--- src/design/tlbpt_pkg.sv ---
// Shared constants, types and command codes of the TLB and page table translator.
package tlbpt_pkg;

    // Sizes of the stores; all counts are powers of two.
    localparam int TLB_ENTRIES = 32;
    localparam int PAGE_COUNT  = 256;
    localparam int FRAME_COUNT = 128;
    localparam int STAMP_BITS  = 32;

    // Fixed field widths of the transactions.
    localparam int VA_W          = 16;
    localparam int OFFSET_W      = 8;
    localparam int PAGE_FIELD_W  = 8;
    localparam int FRAME_FIELD_W = 7;
    localparam int PA_W          = 15;
    localparam int CNT_W         = 32;

    // Derived widths.
    localparam int PAGE_W      = $clog2(PAGE_COUNT);
    localparam int FRAME_W     = $clog2(FRAME_COUNT);
    localparam int TLB_IDX_W   = $clog2(TLB_ENTRIES);
    localparam int TLB_CNT_W   = $clog2(TLB_ENTRIES + 1);
    localparam int FRAME_CNT_W = $clog2(FRAME_COUNT + 1);
    localparam int SCAN_MAX    = (PAGE_COUNT > TLB_ENTRIES) ? PAGE_COUNT : TLB_ENTRIES;
    localparam int SCAN_W      = $clog2(SCAN_MAX + 1);

    // Outcome codes of a translation.
    typedef enum logic [1:0] {
        OUT_TLB_HIT = 2'd0,
        OUT_PT_HIT  = 2'd1,
        OUT_FAULT   = 2'd2
    } outcome_t;

    // Datapath operations issued by the controller.
    typedef enum logic [3:0] {
        OP_NONE,
        OP_ACCEPT,
        OP_TLB_SCAN,
        OP_HIT_COMMIT,
        OP_PT_READ,
        OP_PT_CHECK,
        OP_PT_SCAN,
        OP_LRU_PICK,
        OP_OWNER_READ,
        OP_OWNER_PT_READ,
        OP_EVICT_CHECK,
        OP_INV_SCAN,
        OP_MISS_COMMIT,
        OP_FINISH
    } dp_op_t;

    typedef struct packed {
        dp_op_t op;
    } dp_cmd_t;

    typedef struct packed {
        logic scan_done;
        logic tlb_hit;
        logic pt_hit;
        logic frames_full;
        logic lru;
        logic evict;
        logic out_free;
    } dp_status_t;

    // Memory words.
    typedef struct packed {
        logic [PAGE_W-1:0]     page;
        logic [FRAME_W-1:0]    frame;
        logic [STAMP_BITS-1:0] stamp;
    } tlb_entry_t;

    typedef struct packed {
        logic [FRAME_W-1:0]    frame;
        logic [STAMP_BITS-1:0] stamp;
    } pt_entry_t;

endpackage

--- src/design/tlbpt_ctrl.sv ---
// Controller state machine that sequences lookup, replacement and result delivery.
module tlbpt_ctrl (
    input  logic                  clk,
    input  logic                  rst_n,
    input  logic                  in_valid,
    output logic                  in_ready,
    input  tlbpt_pkg::dp_status_t status,
    output tlbpt_pkg::dp_cmd_t    cmd
);
    import tlbpt_pkg::*;

    typedef enum logic [3:0] {
        S_IDLE,
        S_TLB_SCAN,
        S_HIT,
        S_PT_READ,
        S_PT_CHECK,
        S_PT_SCAN,
        S_LRU_PICK,
        S_OWNER_READ,
        S_OWNER_PT,
        S_EVICT_CHECK,
        S_INV_SCAN,
        S_COMMIT,
        S_FINISH
    } state_t;

    state_t state_reg;
    state_t state_next;

    assign in_ready = (state_reg == S_IDLE);

    // Next state and the datapath operation of the current state.
    always_comb
    begin
        state_next = state_reg;
        cmd.op     = OP_NONE;
        unique case (state_reg)
            S_IDLE:
            begin
                if (in_valid)
                begin
                    cmd.op     = OP_ACCEPT;
                    state_next = S_TLB_SCAN;
                end
            end
            S_TLB_SCAN:
            begin
                cmd.op = OP_TLB_SCAN;
                if (status.scan_done)
                begin
                    state_next = status.tlb_hit ? S_HIT : S_PT_READ;
                end
            end
            S_HIT:
            begin
                cmd.op     = OP_HIT_COMMIT;
                state_next = S_FINISH;
            end
            S_PT_READ:
            begin
                cmd.op     = OP_PT_READ;
                state_next = S_PT_CHECK;
            end
            S_PT_CHECK:
            begin
                cmd.op = OP_PT_CHECK;
                priority if (status.pt_hit || !status.frames_full)
                begin
                    state_next = S_COMMIT;
                end
                else if (status.lru)
                begin
                    state_next = S_PT_SCAN;
                end
                else
                begin
                    state_next = S_OWNER_READ;
                end
            end
            S_PT_SCAN:
            begin
                cmd.op = OP_PT_SCAN;
                if (status.scan_done)
                begin
                    state_next = S_LRU_PICK;
                end
            end
            S_LRU_PICK:
            begin
                cmd.op     = OP_LRU_PICK;
                state_next = S_OWNER_READ;
            end
            S_OWNER_READ:
            begin
                cmd.op     = OP_OWNER_READ;
                state_next = S_OWNER_PT;
            end
            S_OWNER_PT:
            begin
                cmd.op     = OP_OWNER_PT_READ;
                state_next = S_EVICT_CHECK;
            end
            S_EVICT_CHECK:
            begin
                cmd.op     = OP_EVICT_CHECK;
                state_next = status.evict ? S_INV_SCAN : S_COMMIT;
            end
            S_INV_SCAN:
            begin
                cmd.op = OP_INV_SCAN;
                if (status.scan_done)
                begin
                    state_next = S_COMMIT;
                end
            end
            S_COMMIT:
            begin
                cmd.op     = OP_MISS_COMMIT;
                state_next = S_FINISH;
            end
            S_FINISH:
            begin
                cmd.op = OP_FINISH;
                if (status.out_free)
                begin
                    state_next = S_IDLE;
                end
            end
            default:
            begin
                state_next = S_IDLE;
            end
        endcase
    end

    // State register.
    always_ff @(posedge clk or negedge rst_n)
    begin
        if (!rst_n)
        begin
            state_reg <= S_IDLE;
        end
        else
        begin
            state_reg <= state_next;
        end
    end

endmodule

--- config.mk ---
export PLATFORM = sky130hd
export DESIGN_NAME = tlbpt_ctrl
export DESIGN_NICKNAME = d
export VERILOG_FILES = /design/src/design/tlbpt_pkg.sv /design/src/design/tlbpt_ctrl.sv
export SDC_FILE = /design/constraint.sdc
export NUM_CORES = 1
export LEC_CHECK = 0
export BUFFER_PORTS_ARGS = -buffer_cell sky130_fd_sc_hd__buf_2
export CAP_MARGIN = 10
export CORE_ASPECT_RATIO = 1.2
export CORE_UTILIZATION = 35
export CTS_CLUSTER_DIAMETER = 40
export DETAILED_ROUTE_END_ITERATION = 10
export GPL_ROUTABILITY_DRIVEN = 0
export PLACE_DENSITY = 0.54
export REMOVE_ABC_BUFFERS = 1
export SLEW_MARGIN = 20
export SYNTH_ARGS = -nofsm -noshare
export SYNTH_HDL_FRONTEND = slang
export SYNTH_SLANG_ARGS = --single-unit
--- constraint.sdc ---
create_clock -name clk -period 2.5 [get_ports clk]
set_input_delay 0.5 -clock clk [delete_from_list [all_inputs] [get_ports clk]]
set_output_delay 0.5 -clock clk [all_outputs]
set_load 0.005 [all_outputs]
# After elaboration in Yosys (flattened, before gate mapping)
# Cells that the tools add are included.
# totals
register_bits,4
inputBits,10
output_inout_bits,5
word_cells,35
# classes
eq_ne,17
mux,12
n_reduce_logical,5
# ops
operator,n
$pmux W4 S13,1
$pmux W4 S12,1
$mux W4,6
$eq A4 B4 Y1 const B,5
$eq A4 B3 Y1 const B,4
$ne A2 B2 Y1 const B,5
$eq A4 B2 Y1 const B,2
$reduce_and A5 Y1,1
$eq A4 B1 Y1 const B,1
$logic_not A4 Y1,1
$mux W1,3
$mux W2,1
$reduce_or A2 Y1,1
$logic_not A1 Y1,1
$logic_or A1 B1 Y1,1

# Longest topological paths before layout
# Gate-level depths: netlist of the first run.
# logic_depth
ltp_word,4
mapped_depth,6
mapped_depth_nobuf,4

# Worst setup path before layout of the first run
# Ideal clock, no wire load.
# synth_timing
path_kind,register to output
start,register state_reg[2]
end,output cmd[0] (netlist bit)
arrival_ns,1.037
t_required_ns,2.000
path_slack_ns,0.963
stages_incl_launch_ff,5
n_path_buf,1
cell_sequence,dfrtp_1 -> buf_6 -> or3_4 -> mux2i_1 -> nor2_1
# synth_rtl
element,line_no,text
start: declaration,tlbpt_ctrl.sv:28,state_t state_reg;
start signal: assignment,tlbpt_ctrl.sv:146,state_reg <= state_next;
end: declaration,tlbpt_ctrl.sv:8,output tlbpt_pkg::dp_cmd_t cmd

==> metrics.yaml, run 1 <==
run_status:
  outcome: "complete, no violations"
setup_path:
  worstSetupPathDepth: 4
  crit_chain: "or3_4 -> mux2i_1 -> nor2_1 -> buf_2"
  r2r-end: "state_reg[0]"
  r2r_setup_slack_ns: 0.67
  cp_max_fo: 19
  required_ns: 2.00
  cpMaxStageDelayCell: "dfrtp_1"
  start_kind: "register"
  arrival_ns: 1.61
  path_class: "register to output pin"
  path_buf_inv: 1
  cp-startpoint: "state_reg[2]"
  max_stage_delay_ns: 0.57
  r2r_start: "state_reg[0]"
  endpoint: "cmd[0]"
  crit_path_end_kind: "output pin"
  crit_family: "flip-flops"
  r2r_cells: 4
power_and_ir_drop:
  pwr-share-clk_pct: 10.8
  combPwrFrac_pct: 54.6
  p_leak_nw: 0.241
  peakVddDrop_v: 0.000414
  power_density_mw_per_mm2: 1300
  power.switching_uw: 345
  power.internal_uw: 397
  seq_power_share_pct: 34.5
  p_sw_share_pct: 46.5
routing:
  wire_per_inst_um: 11.8
  vias_per_cell: 5.52
  first_pass_iters: 4
  drtIter0Drc: 18
  drt_wl_total_mm: 1.07
  num_vias: 502
  route.detailed.drc: 0
  ant_nets: 0
grt:
  grt_pass1_wl_mm: 1.74
  track_usage_pct: 15.0
  first_global_vias: 376
  grt_overflow: 0
  grt_max_degree: 24
  grt_antenna_before_repair: 0
timing:
  clock_skew_ns: 0.00199
  tightest_slew_ns: 0.649
  slew_headroom_pct: 56.8
  rsz0062_at_grt: "no"
  tns_ns: 0
  fin_crit_sh_pct: 84.5
  min_period_ns: 2.11
  final_max_slew_viol_count: 0
  finalHoldViolCount: 0
  fmax_ghz: 0.473
  finalSetupViolCount: 0
floorplan:
  ioPinCount: 15
  die-area_mm2: 0.00174
  start_util_pct: 37.8
  dieHeight_um: 45.5
  num_rows: 15
  core_area_mm2: 0.00146
  die_x_um: 38.3
clock_network:
  cts_buffer_depth: 2
  postCtsSetupBuffers: 0
  cts.sinks: 4
  numCtsBuffers: 3
  clkSlewWorstSetupHoldPaths_ns: 0.04
  htreeDepth: 1
  cts_root_buf: "clkbuf_4"
  holdBufCountCts: 0
  ctsResizeCount: 0
  cts_tree: "yes"
  clkLatencyLatePin_ns: 0.24
hold_path:
  hp-class: "primary input to asynchronous set/reset pin"
logic_synthesis:
  syn_avg_cell_area_um2: 8.51
  synth_largest_area_cell: "dfrtp_1"
  synth_cells: 65
  synth.most_common_cell: "o21ai_0"
  synth_edf_count: 0
  synth_async_sr_flop_share_pct: 100
  ys_top_cells_by_area: "dfrtp_1, clkbuf_8, o21ai_0, buf_6, a21oi_1"
  synthFlopType: "dfrtp_1"
  synth_top_area_share_pct: 18.1
  synth-seq-area-share_pct: 18.1
  ys_seq_elements: 4
  synth_warnings: 0
  synth_area_um2: 553
  yosysUniqueCellTypes: 31
  ys_top_cells_by_count: "o21ai_0, a21oi_1, nor2_1"
final_layout:
  drive_gt1_share_pct: 33.8
  largest_reg_flops: 4
  finalInstanceArea_um2: 573
  final_nets: 86
  num_antenna_cells: 0
  area_delta_synth_final_pct: 3.62
place:
  post_dp_cell_area_um2: 551
  dp_hpwl_um: 706
  numPortBuffers: 14
run:
  cap_violations: 0
cell type report:
| cell class | instances | area, um^2 |
|---|---|---|
| multi-input cells | 51 | 352 |
| repair buffers | 14 | 70.1 |
| flip-flops and latches | 4 | 100 |
| well taps | 17 | 21.3 |
| fillers | 168 | 891 |
| inverters | 2 | 7.51 |
| clock buffers | 3 | 22.5 |
per-stage QoR:
| step | worst slack (ns) | utilization, % | hold slack (ns) | std cells | total power [mW] |
|---|---|---|---|---|---|
| global placement | 0.640 | 37.6 | 0.305 | 88 | 0.668 |
| detailed placement | 0.636 | 37.6 | 0.309 | 88 | 0.668 |
| CTS | 0.387 | 39.1 | 0.0573 | 91 | 0.750 |
| global route | 0.301 | 39.1 | 0.0516 | 91 | 0.824 |
| floorplan | 0.840 | - | 0.204 | 57 | 0.529 |
| finish | 0.386 | 39.1 | 0.0617 | 91 | 0.743 |
power by group through the flow:
stage	Sequential (mW)	Combinational (mW)	Clock, mW
floorplan	0.211	0.318	0
detailed placement	0.257	0.411	0
finish	0.256	0.406	0.0804
global route	0.277	0.455	0.0921
CTS	0.256	0.411	0.0833
global placement	0.259	0.409	0
cell families after synthesis:
family                    synth area share (%)
AOI/OAI and AO/OA                         27.8
and+or+nand+nor                           24.7
buffers and inverters                     18.3
muxes                                     7.92
DFF                                       18.1
xor gates and xnor gates                  3.17
cell usage in the layout (no fill, tap or decap), drive strengths merged, types with 2 or more instances in the layout:
| cell type | netlist | layout |
|---|---|---|
| nor2 | 5 | 5 |
| a21oi | 6 | 6 |
| inv | 2 | 2 |
| nor3 | 2 | 2 |
| clkbuf | 4 | 3 |
| mux2 | 3 | 3 |
| nand2 | 4 | 4 |
| buf | 4 | 14 |
| a2bb2oi | 2 | 2 |
| and2b | 3 | 3 |
| o21ai | 9 | 9 |
| xnor2 | 2 | 2 |
| dfrtp | 4 | 4 |
| nor3b | 2 | 2 |
how the worst min path moves through the flow:
stage / cells after the start / slack [ns] / to
2_1_floorplan: 0 / 0.20 / state_reg[0]
3_3_place_gp: 1 / 0.30 / state_reg[3]
3_5_place_dp: 1 / 0.31 / state_reg[2]
4_1_cts: 1 / 0.06 / state_reg[1]
5_1_grt: 1 / 0.05 / state_reg[2]
6_report: 1 / 0.06 / state_reg[2]
metal layers:
metal	wire (um)	vias to the layer above	track usage (%)
li1	-	256	-
met3	43	4	2.94
met4	33	0	12.9
met1	509	231	19.0
met2	487	11	21.4
met5	0	-	0
Power figures use the tool's default switching activity.
==> run 2: changes to the inputs <==
Settings changed: ABC_AREA from default to 1, CORE_ASPECT_RATIO 1.2 to default.
Clock period 2.5 ns to 2.2 ns, I/O delays scaled along.
==> run 2 against run 1 <==
Worst hold slack improved by 0.48 ns. Clock skew is 0.0013 ns lower. Synthesized cell count up 40%. Worst setup slack worse by 0.070 ns. Via count is 17% higher. Final cell count is 33% higher. Flip-flop and latch count did not move. Global-route usage is 1.1 points higher. Non-clock buffer count rose by 1.
==> metrics.yaml, run 2 <==
run_status:
  outcome: "complete, no violations"
clock_network:
  clkSlewWorstSetupHoldPaths_ns: 0.04  # about the same
  cts_buffer_depth: 2  # unchanged
  cts_root_buf: "clkbuf_4"
  clkLatencyLatePin_ns: 0.23  # about the same
  numCtsBuffers: 3  # unchanged
  cts_tree: "yes"
  cts.sinks: 4  # unchanged
  htreeDepth: 1  # unchanged
logic_synthesis:
  synth-seq-area-share_pct: 18.5  # +0.42 points
  synth_edf_count: 0  # unchanged
  yosysUniqueCellTypes: 20  # -35%
  synthFlopType: "dfrtp_1"
  ys_top_cells_by_area: "nand2_1, dfrtp_1, nand3_1, inv_1, nor2_4"
  ys_top_cells_by_count: "nand2_1, inv_1, nand3_1"
  synth_cells: 91  # +40%
  synth_async_sr_flop_share_pct: 100  # unchanged
  synth_top_area_share_pct: 21.5  # +3.4 points
  synth_area_um2: 541  # -2.3%
  synth_warnings: 0  # unchanged
  ys_seq_elements: 4  # unchanged
  syn_avg_cell_area_um2: 5.94  # -30%
  synth.most_common_cell: "nand2_1"
  synth_largest_area_cell: "nand2_1"
final_layout:
  largest_reg_flops: 4  # unchanged
  layout_common_cells: "nand2_1, buf_2, inv_1, nand3_1, nor2_1"
  final_common_cell: "nand2_1"
  num_antenna_cells: 0  # unchanged
  drive_gt1_share_pct: 29.2  # -4.5 points
  fillCellCount: 166  # -1.2%
  area_delta_synth_final_pct: 18.8
  final_nets: 118  # +37%
timing:
  rsz0062_at_grt: "no"
  finalHoldViolCount: 0  # unchanged
  final_max_slew_viol_count: 0  # unchanged
  fin_crit_sh_pct: 85.6
  min_period_ns: 1.88
  hold_ws_ns: 0.541  # +0.479 ns
  slew_headroom_pct: 75.6  # +19 points
  clock_skew_ns: 0.000667  # -0.00132 ns
  fin_ws_ns: 0.317  # -0.0696 ns
  finalSetupViolCount: 0  # unchanged
  tightest_slew_ns: 0.366  # -0.283 ns
  fmax_ghz: 0.531
  tns_ns: 0  # unchanged
routing:
  num_vias: 589  # +17%
  drt_wl_total_mm: 1.18  # +10%
  ant_nets: 0  # unchanged
  route.detailed.drc: 0  # unchanged
  drtIter0Drc: 16  # -2
  vias_per_cell: 4.87  # -12%
  first_pass_iters: 4  # unchanged
  wire_per_inst_um: 9.76  # -17%
setup_path:
  arrival_ns: 1.44  # -0.17 ns
  path_class: "register to output pin"
  max_stage_delay_ns: 0.49  # -0.08 ns
  cpMaxStageDelayCell: "dfrtp_1"
  cp_max_fo: 7  # -12
  required_ns: 1.76  # -0.24 ns
  crit_chain: "nor2_2 -> inv_1 -> nor2_1 -> nand2_1 -> o2111ai_1 -> buf_2"
  r2r_cells: 8  # +4
  start_kind: "register"
  crit_path_end_kind: "output pin"
floorplan:
  ioPinCount: 15  # unchanged
  dieHeight_um: 41.3  # -9.3%
  core_area_mm2: 0.00137  # -6.7%
  die-area_mm2: 0.00171  # -2.2%
  num_rows: 13  # -2
  start_util_pct: 39.6  # +1.8 points
  die_x_um: 41.3  # +7.9%
power_and_ir_drop:
  peakVddDrop_v: 0.000544  # +31%
  power.internal_uw: 404  # +1.6%
  pwr-share-clk_pct: 9.8  # -1.0 points
  seq_power_share_pct: 23.4  # -11 points
  power_density_mw_per_mm2: 1380  # +6.5%
  power.switching_uw: 482  # +40%
  p_leak_nw: 0.395  # +63%
  combPwrFrac_pct: 66.8  # +12 points
  p_sw_share_pct: 54.4  # +7.9 points
grt:
  busiest_layer: "met2"
  grt.met1_usage_pct: 20.5  # +1.5 points
  grt_max_degree: 10  # -58%
  grt_pass1_wl_mm: 1.80  # +3.6%
  first_global_vias: 449  # +19%
  grt_overflow: 0  # unchanged
  gr-usage-met2_pct: 28.5  # +7.2 points
  track_usage_pct: 16.1  # +1.1 points
  grt_antenna_before_repair: 0  # unchanged
  grt_use_met3_pct: 1.60  # -1.3 points
run:
  cap_violations: 0  # unchanged
hold_path:
  hp-class: "primary input to asynchronous set/reset pin"
place:
  dp_hpwl_um: 981  # +39%
  place_ws_ns: 0.558  # -0.0775 ns
  numPortBuffers: 14  # unchanged
## run 2: cell types whose count changed after synthesis, moves of 4 or more
cell,delta
o21ai_0,-5
nand2_1,+27
inv_1,+10
nand3_1,+11
a21oi_1,-6
clkbuf_8,-4
## run 2: area by class of cell
class	count	area, um^2	share of cell area, %
Sequential cell	4	100	15.6
Timing Repair Buffer	15	80.1	12.5
Tap cell	15	18.8	2.92
Inverter	16	60.1	9.36
Multi-Input combinational cell	68	360	56.1
Clock buffer	3	22.5	3.51
## run 2: path summary, 6_finish.rpt
kind | startpoint | to | slack, ns
worst max register to register | state_reg[0] | state_reg[1] | 0.90
worst min-delay path | rst_n | state_reg[0] | 0.54
min in group clk | status[1] | state_reg[0] | 0.60
worst max-delay path | state_reg[3] | cmd[0] | 0.32
max in group asynchronous | rst_n | state_reg[1] | 1.55
worst min register to register | state_reg[2] | state_reg[2] | 0.67
## run 2: through the flow
| step | std cells | util (%) | total power, mW | cell area [um^2] |
|---|---|---|---|---|
| finish | 121 | 47.0 | 0.886 | 642 |
| global route | 121 | 47.0 | 0.989 | 642 |
| CTS | 120 | 46.2 | 0.889 | 632 |
| detailed placement | 117 | 44.6 | 0.799 | 609 |
| global placement | 117 | 44.6 | 0.817 | 609 |
| floorplan | 88 | - | 0.633 | 520 |
## run 2: power by group through the flow
stage	clock network (mW)	logic [mW]	registers [mW]
CTS	0.0890	0.595	0.205
detailed placement	0	0.594	0.205
global route	0.0997	0.673	0.215
global placement	0	0.609	0.208
floorplan	0	0.446	0.187
finish	0.0866	0.592	0.207
## run 2: critical path, delay by kind of cell (launching register included)
family	cells	cell delay, ns
AOI/OAI and AO/OA	1	0.07
buffers and inverters	2	0.21
and+or+nand+nor	3	0.45
DFF	1	0.49
## run 2: what timing repair did
| item | CTS | global route |
|---|---|---|
| hold buffers | 0 | 1 |
| endpoints found under the hold margin | 0 | 4 |
| setup buffers | 0 | 0 |
| gates resized for setup | 0 | 0 |
## run 2: logic make-up after synthesis
family / synth area share (%)
compound gates: 13.2
buf+inv: 14.8
flops: 18.5
simple gates: 53.5
## run 2: per-layer routing
metal	up-vias	wire length [um]
li1	317	-
met1	257	563
met2	15	575
met3	0	43
met4	0	0
met5	-	0
